**config.mk**
```make
export PLATFORM = sky130hd
export DESIGN_NAME = lfsr_descrambler_blind_sync_flat
export DESIGN_NICKNAME = d
export VERILOG_FILES = /design/src/design/lds_pkg.sv /design/src/design/lds_in_if.sv /design/src/design/lds_out_if.sv /design/src/design/lds_front.sv /design/src/design/lds_back.sv /design/src/design/lfsr_descrambler_blind_sync.sv /design/src/flat_wrapper.sv
export SDC_FILE = /design/constraint.sdc
export NUM_CORES = 1
export LEC_CHECK = 0
export BUFFER_PORTS_ARGS = -buffer_cell sky130_fd_sc_hd__buf_2
export CAP_MARGIN = 0
export CORE_UTILIZATION = 27
export CTS_CLUSTER_DIAMETER = 40
export DETAILED_ROUTE_END_ITERATION = 10
export HOLD_SLACK_MARGIN = 0.06
export SYNTH_ARGS = -nofsm -noshare
export SYNTH_HDL_FRONTEND = slang
export SYNTH_SLANG_ARGS = --single-unit
```
**constraint.sdc**
```tcl
create_clock -name clk -period 2.82 [get_ports clk]
set_input_delay 0.282 -clock clk [delete_from_list [all_inputs] [get_ports clk]]
set_output_delay 0.282 -clock clk [all_outputs]
set_load 0.02 [all_outputs]
```
**src/design/lds_pkg.sv**
```systemverilog
`timescale 1ns / 1ps

package lds_pkg;

  localparam int MAX_ORDER  = 32;
  localparam int HIST_W     = MAX_ORDER - 1;
  localparam int TAP_W      = 32;
  localparam int ORDER_W    = 6;
  localparam int RUN_W      = 7;
  localparam int CFG_IDX_W  = 3;
  localparam int CFG_DATA_W = 32;
  localparam int QDEPTH     = 2;
  localparam int QPTR_W     = 1;
  localparam int QCNT_W     = 2;

  // input item kinds
  localparam logic [1:0] KIND_DATA   = 2'd0;
  localparam logic [1:0] KIND_RESYNC = 2'd1;
  localparam logic [1:0] KIND_SEED   = 2'd2;
  localparam logic [1:0] KIND_NONE   = 2'd3;

  // configuration register indexes
  localparam logic [CFG_IDX_W-1:0] CFG_TAP_MASK    = 3'd0;
  localparam logic [CFG_IDX_W-1:0] CFG_ORDER       = 3'd1;
  localparam logic [CFG_IDX_W-1:0] CFG_START_MODE  = 3'd2;
  localparam logic [CFG_IDX_W-1:0] CFG_SEED_BITS   = 3'd3;
  localparam logic [CFG_IDX_W-1:0] CFG_SYNC_ENABLE = 3'd4;

  localparam logic MODE_ADD = 1'b0;
  localparam logic MODE_MUL = 1'b1;

  typedef enum logic [1:0] {
    OP_DATA,
    OP_RESYNC,
    OP_SEED
  } op_t;

  typedef struct packed {
    op_t  op;
    logic data_bit;
  } op_item_t;

  typedef struct packed {
    logic [TAP_W-1:0]   tap_mask;
    logic [ORDER_W-1:0] register_order;
    logic               start_mode;
    logic [TAP_W-1:0]   seed_bits;
    logic               sync_enable;
  } cfg_t;

endpackage

```
**src/design/lds_in_if.sv**
```systemverilog
`timescale 1ns / 1ps

interface lds_in_if;
  logic       valid;
  logic       ready;
  logic [1:0] kind;
  logic       data_bit;

  modport source (output valid, output kind, output data_bit, input ready);
  modport sink (input valid, input kind, input data_bit, output ready);
endinterface

```
**src/design/lds_out_if.sv**
```systemverilog
`timescale 1ns / 1ps

interface lds_out_if;
  logic valid;
  logic ready;
  logic out_bit;
  logic sync_found;
  logic current_mode;

  modport source (output valid, output out_bit, output sync_found, output current_mode,
                  input ready);
  modport sink (input valid, input out_bit, input sync_found, input current_mode,
                output ready);
endinterface

```
**src/design/lds_front.sv**
```systemverilog
`timescale 1ns / 1ps

module lds_front import lds_pkg::*; (
  input  logic         clk,
  input  logic         rst,
  lds_in_if.sink       scrambled,
  output logic         q_valid,
  output op_item_t     q_item,
  input  logic         q_pop
);

  op_item_t            entries [QDEPTH];
  logic [QPTR_W-1:0]   wr_ptr;
  logic [QPTR_W-1:0]   rd_ptr;
  logic [QCNT_W-1:0]   count;
  logic                accept;
  logic                push;
  op_item_t            item_in;

  assign scrambled.ready = (count != QCNT_W'(QDEPTH));
  assign accept          = scrambled.valid && scrambled.ready;

  // classify; unused kind is taken and dropped
  always_comb begin
    item_in.data_bit = scrambled.data_bit;
    push             = accept;
    case (scrambled.kind)
      KIND_DATA:   item_in.op = OP_DATA;
      KIND_RESYNC: item_in.op = OP_RESYNC;
      KIND_SEED:   item_in.op = OP_SEED;
      default: begin
        item_in.op = OP_DATA;
        push       = 1'b0;
      end
    endcase
  end

  always_ff @(posedge clk) begin
    if (push) begin
      entries[wr_ptr] <= item_in;
    end
  end

  always_ff @(posedge clk) begin
    if (rst) begin
      wr_ptr <= '0;
      rd_ptr <= '0;
      count  <= '0;
    end else begin
      if (push) begin
        wr_ptr <= wr_ptr + 1'b1;
      end
      if (q_pop) begin
        rd_ptr <= rd_ptr + 1'b1;
      end
      count <= count + QCNT_W'(push) - QCNT_W'(q_pop);
    end
  end

  assign q_valid = (count != '0);
  assign q_item  = entries[rd_ptr];

endmodule

```
**src/design/lds_back.sv**
```systemverilog
`timescale 1ns / 1ps

module lds_back import lds_pkg::*; (
  input  logic         clk,
  input  logic         rst,
  input  cfg_t         cfg,
  input  logic         q_valid,
  input  op_item_t     q_item,
  output logic         q_pop,
  lds_out_if.source    descrambled
);

  logic [HIST_W-1:0]  history;
  logic [HIST_W-1:0]  history_next;
  logic               feedback_prev;
  logic               feedback_prev_next;
  logic               mode;
  logic               mode_next;
  logic [RUN_W-1:0]   zero_run;
  logic [RUN_W-1:0]   zero_run_next;
  logic [RUN_W-1:0]   run_inc;
  logic [ORDER_W-1:0] order_eff;
  logic [HIST_W-1:0]  win;
  logic               fb;
  logic               y;
  logic               found;
  logic               out_valid;
  logic               out_free;
  logic               emit;

  always_comb begin
    if (cfg.register_order < ORDER_W'(2)) begin
      order_eff = ORDER_W'(2);
    end else if (cfg.register_order > ORDER_W'(MAX_ORDER)) begin
      order_eff = ORDER_W'(MAX_ORDER);
    end else begin
      order_eff = cfg.register_order;
    end
  end

  always_comb begin
    for (int i = 0; i < HIST_W; i++) begin
      win[i] = (ORDER_W'(i + 1) < order_eff);
    end
  end

  assign fb      = ^(history & cfg.tap_mask[TAP_W-1:1] & win);
  assign y       = fb ^ q_item.data_bit;
  assign run_inc = zero_run + 1'b1;

  assign out_free = !out_valid || descrambled.ready;
  assign q_pop    = q_valid && ((q_item.op != OP_DATA) || out_free);
  assign emit     = q_pop && (q_item.op == OP_DATA);

  always_comb begin
    history_next       = history;
    feedback_prev_next = feedback_prev;
    mode_next          = mode;
    zero_run_next      = zero_run;
    found              = 1'b0;
    case (q_item.op)
      OP_RESYNC: begin
        history_next  = '0;
        zero_run_next = '0;
        mode_next     = MODE_MUL;
      end
      OP_SEED: begin
        history_next = cfg.seed_bits[TAP_W-1:1] & win;
        mode_next    = cfg.start_mode;
      end
      OP_DATA: begin
        if (mode == MODE_ADD) begin
          history_next       = {history[HIST_W-2:0], feedback_prev};
          feedback_prev_next = fb;
        end else begin
          history_next = {history[HIST_W-2:0], q_item.data_bit};
          if (cfg.sync_enable) begin
            if (y) begin
              zero_run_next = '0;
            end else if (run_inc >= {order_eff, 1'b0}) begin
              zero_run_next = '0;
              mode_next     = MODE_ADD;
              found         = 1'b1;
            end else begin
              zero_run_next = run_inc;
            end
          end
        end
      end
      default: begin
        history_next = history;
      end
    endcase
  end

  always_ff @(posedge clk) begin
    if (rst) begin
      history       <= '0;
      feedback_prev <= 1'b0;
      mode          <= MODE_MUL;
      zero_run      <= '0;
      out_valid     <= 1'b0;
    end else begin
      if (q_pop) begin
        history       <= history_next;
        feedback_prev <= feedback_prev_next;
        mode          <= mode_next;
        zero_run      <= zero_run_next;
      end
      if (emit) begin
        out_valid <= 1'b1;
      end else if (descrambled.ready) begin
        out_valid <= 1'b0;
      end
    end
  end

  always_ff @(posedge clk) begin
    if (emit) begin
      descrambled.out_bit      <= y;
      descrambled.sync_found   <= found;
      descrambled.current_mode <= mode_next;
    end
  end

  assign descrambled.valid = out_valid;

endmodule

```
**src/design/lfsr_descrambler_blind_sync.sv**
```systemverilog
`timescale 1ns / 1ps

// A data bit taken in is queued, then popped and registered in the output register.
// Throughput: one item per clock unless the output stalls; a two-entry queue sits
//   between intake and execution, and a single output register drives results.
// Reset (rst, synchronous, active high): queue and output emptied, history and feedback
//   cleared, mode multiplicative, zero-run count cleared, registers to their defaults.
module lfsr_descrambler_blind_sync import lds_pkg::*; (
  input  logic                  clk,
  input  logic                  rst,
  lds_in_if.sink                scrambled,
  lds_out_if.source             descrambled,
  input  logic                  cfg_we,
  input  logic [CFG_IDX_W-1:0]  cfg_index,
  input  logic [CFG_DATA_W-1:0] cfg_data
);

  cfg_t     cfg;
  logic     q_valid;
  op_item_t q_item;
  logic     q_pop;

  // Configuration registers; writes to indexes past the list are dropped.
  always_ff @(posedge clk) begin
    if (rst) begin
      cfg.tap_mask       <= '0;
      cfg.register_order <= ORDER_W'(2);
      cfg.start_mode     <= MODE_MUL;
      cfg.seed_bits      <= '0;
      cfg.sync_enable    <= 1'b1;
    end else if (cfg_we) begin
      case (cfg_index)
        CFG_TAP_MASK:    cfg.tap_mask       <= cfg_data[TAP_W-1:0];
        CFG_ORDER:       cfg.register_order <= cfg_data[ORDER_W-1:0];
        CFG_START_MODE:  cfg.start_mode     <= cfg_data[0];
        CFG_SEED_BITS:   cfg.seed_bits      <= cfg_data[TAP_W-1:0];
        CFG_SYNC_ENABLE: cfg.sync_enable    <= cfg_data[0];
        default:         cfg.sync_enable    <= cfg.sync_enable;
      endcase
    end
  end

  // Intake: take every transfer while the queue has room, classify it by kind and
  // queue data, resync and seed operations. Unused kinds are taken and dropped.
  lds_front u_front (
    .clk       (clk),
    .rst       (rst),
    .scrambled (scrambled),
    .q_valid   (q_valid),
    .q_item    (q_item),
    .q_pop     (q_pop)
  );

  // Execution: advance the LFSR history, hunt for the zero run and hold each data
  // result in the output register until its transfer completes.
  lds_back u_back (
    .clk         (clk),
    .rst         (rst),
    .cfg         (cfg),
    .q_valid     (q_valid),
    .q_item      (q_item),
    .q_pop       (q_pop),
    .descrambled (descrambled)
  );

  // A sync flag always comes with the switch to additive mode.
  a_sync_sets_additive: assert property (@(posedge clk) disable iff (rst)
    (descrambled.valid && descrambled.sync_found) |-> (descrambled.current_mode == MODE_ADD))
    else $error("sync flagged without additive mode");

  // Never pop an empty queue.
  a_pop_needs_item: assert property (@(posedge clk) disable iff (rst)
    q_pop |-> q_valid)
    else $error("queue popped while empty");

  // A result is loaded only when the output register is free or draining.
  a_no_overwrite: assert property (@(posedge clk) disable iff (rst)
    (q_pop && q_item.op == OP_DATA) |-> (!descrambled.valid || descrambled.ready))
    else $error("pending result overwritten");

endmodule
```
**src/flat_wrapper.sv**
```systemverilog
// flat-port wrapper written by rule: the top's interface ports become plain ports
module lfsr_descrambler_blind_sync_flat import lds_pkg::*;
  (clk, rst, cfg_we, cfg_index, cfg_data, scrambled_valid, scrambled_kind, scrambled_data_bit, scrambled_ready, descrambled_valid, descrambled_out_bit, descrambled_sync_found, descrambled_current_mode, descrambled_ready);
  lds_in_if scrambled_i ();
  lds_out_if descrambled_i ();
  input  logic clk;
  input  logic rst;
  input  logic cfg_we;
  input  logic [CFG_IDX_W-1:0] cfg_index;
  input  logic [CFG_DATA_W-1:0] cfg_data;
  input wire logic [$bits(scrambled_i.valid)-1:0] scrambled_valid;
  input wire logic [$bits(scrambled_i.kind)-1:0] scrambled_kind;
  input wire logic [$bits(scrambled_i.data_bit)-1:0] scrambled_data_bit;
  output wire logic [$bits(scrambled_i.ready)-1:0] scrambled_ready;
  output wire logic [$bits(descrambled_i.valid)-1:0] descrambled_valid;
  output wire logic [$bits(descrambled_i.out_bit)-1:0] descrambled_out_bit;
  output wire logic [$bits(descrambled_i.sync_found)-1:0] descrambled_sync_found;
  output wire logic [$bits(descrambled_i.current_mode)-1:0] descrambled_current_mode;
  input wire logic [$bits(descrambled_i.ready)-1:0] descrambled_ready;
  assign scrambled_i.valid = scrambled_valid;
  assign scrambled_i.kind = scrambled_kind;
  assign scrambled_i.data_bit = scrambled_data_bit;
  assign scrambled_ready = scrambled_i.ready;
  assign descrambled_valid = descrambled_i.valid;
  assign descrambled_out_bit = descrambled_i.out_bit;
  assign descrambled_sync_found = descrambled_i.sync_found;
  assign descrambled_current_mode = descrambled_i.current_mode;
  assign descrambled_i.ready = descrambled_ready;
  lfsr_descrambler_blind_sync u_core (.clk(clk), .rst(rst), .scrambled(scrambled_i), .descrambled(descrambled_i), .cfg_we(cfg_we), .cfg_index(cfg_index), .cfg_data(cfg_data));
endmodule
```
==> impl_results.md <==
- DRC: 0
- Synthesis-stage register bit count: 125
- Critical path fanouts, max: 6
- Total global-route track usage: 16.35%
- Final instance area: 0.007704 mm²
- Outcome: finished, final reports clean
- Fill cells: 2322
- Routed wire length: 17970 µm
- Cells on worst reg2reg path: 12
- Power per cell area: 696.5 mW/mm²
- Post-synthesis sequential area ratio: 42.85%
- Final Hold Vio Count: 0
- Yosys synthesis warning count: 0
- Measured slew at the worst slew-check pin: 0.5770 ns
- Footprint of the multi-input gates: 0.003283 mm²
- Headroom to the max-slew limit: 61.19%
- Minimum clock period: 2.797 ns
- Final Skew: 0.01164 ns
- I/O pin cnt: 48
- HP Start: cfg_data[13]
- Avg Inst Size Synth: 7.716 µm²
- Placed cell area: 0.006904 mm²
- Via/cell ratio: 4.940
- CP Data Required Time: 3.01 ns
- Number of synthesized flops with an enable pin: 9
- Port Buffers: 47
- Routed vias: 5691
- Slew Limit Fails: 0
- Leak pwr: 2.846 nW
- Crit path DAT: 2.99 ns
- Worst setup SP type: register
- Placer Congestion: 0.8236
- End of the worst register-to-register path: u_core.u_back.descrambled.sync_found
- Share of cells above drive strength 1: 19.95%
- Setup TNS: 0 ns
- Chip Height: 151.7 µm
- H-Tree Depth: 4
- Cts bufs inserted: 17
- Rows: 54
- Worst hold stages: 3
- Count of final setup violators: 0
- CTS clk-pin slew, worst paths: 0.06 ns
- Reg-to-reg slack, setup: 0.02 ns
- RSZ-0062 raised after global routing: true
- Clock Sinks: 125
- Synth Instances: 784
- Max-capacitance violation count: 0
- Worst IR Drop VDD: 0.4280 mV
- Largest net degree at the start of global routing: 101
- RR Startpoint: u_core.cfg[35]
- Primary FF master, synth: dfxtp_1
- FMAX: 357.5 MHz
- Clk buf depth: 2
- GRT Residual Overflow: 0
- Area of the mapped netlist: 0.006050 mm²
- Clock root cell: clkbuf_16
- Final worst-path cycle share: 99.18%
- Post-Layout Cell Count: 1152
- Hold path endpoint: u_core.cfg[53]
- Area Overhead vs Synth: 27.34%
- Die span in x: 151.7 µm
- Vias in the first global route: 5187
- Initial Util: 27.63%
- DRT Pass-1 Iters: 4
- DRT antenna net count: 0
- FF+latch area: 0.002608 mm²
- Initial antenna violation count: 0
- Avg WL per Cell: 15.60 µm
- Detailed placement HPWL: 12110 µm
- Die ar.: 0.02301 mm²
- Placed Instances: 1111
- Yosys cell types: 56
- Crit end category: register
- 1st-iter DRT viols: 397
- Global-route wire length before repair: 28520 µm
- Core ar.: 0.02189 mm²
- Worst-Skew Late Latency: 0.43 ns
- Syn Nets: 835
- FFs w/ async S/R, synth: 0%
- CTS tree: built
- Post-layout util: 35.19%
- Crit Path Class: reg -> reg
- Hold Path Class: in -> reg
- Final Power: 5.365 mW
- N_diodes: 0
- Final net count: 911
-- logic make-up after synthesis --
logic type	after synthesis	share of synthesized area (%)
AO/OA/AOI/OAI	220	21.45
XOR/XNOR	34	5.646
adder cells (fa/ha/maj)	8	1.655
buffers and inverters	68	4.405
flip-flops	125	42.85
multiplexers	9	1.531
AND/OR/NAND/NOR	320	22.46
-- per-layer routing --
layer  up-vias  global-route usage (%)  wire, µm
met5         -                       0         0
met4         0                   5.891       284
met3        17                   3.503       939
met2       149                   25.18      8256
met1      2668                   22.32      8492
li1       2857                       -         -
-- cells in the mapped netlist (all sizes together) (2+ instances only) --
cell type	number	area (µm²)
a21boi	2	15.01
nor2	62	232.7
xor2	11	96.34
nand2	178	668.1
nor2b	7	43.79
nand3b	2	15.01
a32o	3	30.03
and2	4	27.53
o21ai	23	115.1
o211a	2	20.02
edfxtp	9	270.3
nor3b	2	15.01
or3	3	18.77
mux2i	7	70.07
o211ai	8	70.06
and3	6	37.54
a211oi	6	45.04
xnor3	2	45.04
a21oi	136	680.7
a211o	6	52.55
ha	8	100.1
xnor2	20	175.2
nand4	3	18.77
clkbuf	49	183.9
nor3	23	115.1
a31o	2	17.52
mux2	2	22.52
inv	10	37.54
nand3	23	115.1
a22oi	6	45.04
dfxtp	116	2322
nand2b	3	18.77
a21o	3	22.52
a31oi	7	43.79
o21a	6	45.04
a2bb2oi	3	26.28
buf	9	45.04
-- layout by cell type, fill, tap and decap left out, types with 9 or more instances in the layout --
cell type  netlist  layout
xnor2_1         20      19
a21oi_1        136     135
nor3_1          23      23
buf_4            0      63
inv_1           10      10
buf_2            3      46
dfxtp_1        116     110
nor2_1          62      61
o21ai_0         22      20
edfxtp_1         9       9
nand3_1         23      22
nand2_1        178     178
clkbuf_16        0      17
xor2_1          11      11
-- area by class of cell --
cell class / count / share of cell area (%)
multi-input combinational: 591 / 42.62
sequential: 125 / 33.85
timing repair buffer: 115 / 10.33
clock buffer: 19 / 5.750
tap: 280 / 4.548
clock inverter: 12 / 2.420
inverter: 10 / 0.4873
-- sequential cells by signal, summed over array words and instances (netlist names), named ones only --
register                                flops
u_core.cfg                                 70
u_core.u_back.descrambled.current_mode      1
u_core.u_back.descrambled.out_bit           1
u_core.u_back.descrambled.sync_found        1
u_core.u_back.descrambled.valid             1
u_core.u_back.feedback_prev                 1
u_core.u_back.history                      31
u_core.u_back.mode                          1
u_core.u_back.zero_run                      7
u_core.u_front.count                        2
u_core.u_front.entries                      6
u_core.u_front.rd_ptr                       1
u_core.u_front.wr_ptr                       1
-- worst max-delay path: stages, from the launching register on --
cell	delay, ns
dfxtp_4	0.36
or3_4	0.38
o211a_1	0.24
ha_1	0.28
nand2_1	0.07
nand2_1	0.06
a21o_1	0.17
a211o_1	0.27
a211oi_2	0.20
a21oi_2	0.07
and3_4	0.16
and2_4	0.15
and2_4	0.15
-- stage by stage --
stage,setup slack (ns),hold WS (ns)
finish,0.02313,0.09829
CTS,-0.02015,0.09331
global placement,-0.09995,0.4422
floorplan,0.005049,0.3809
detailed placement,-0.2011,0.4431
global route,-0.05363,0.08956
-- worst max-delay path by stage --
| stage | start | endpoint | slack [ns] |
|---|---|---|---|
| floorplan | u_core.cfg[38] | u_core.u_back.descrambled.sync_found | 0.005 |
| global placement | u_core.cfg[39] | u_core.u_back.descrambled.sync_found | -0.1 |
| detailed placement | u_core.cfg[39] | u_core.u_back.descrambled.sync_found | -0.20 |
| CTS | u_core.cfg[35] | u_core.u_back.descrambled.sync_found | -0.02 |
| global route | u_core.cfg[37] | u_core.u_back.zero_run[2] | -0.05 |
| finish | u_core.cfg[35] | u_core.u_back.descrambled.sync_found | 0.02 |
-- what timing repair did --
item,4_1_cts,5_1_grt
buffers inserted,3,6
pin swaps,10,9
hold buffers,1,0
hold endpoints to repair,2,0
setup endpoints to repair,11,11
resized for setup,13,15
-- report_power, final --
part	switching, mW	total [mW]	leakage [nW]	internal [mW]
logic	0.679	1.02	1.52	0.344
clock network	0.859	2.37	0.297	1.51
registers	0.0846	1.97	1.03	1.89
Note: power is estimated with default switching activity, not from simulation.
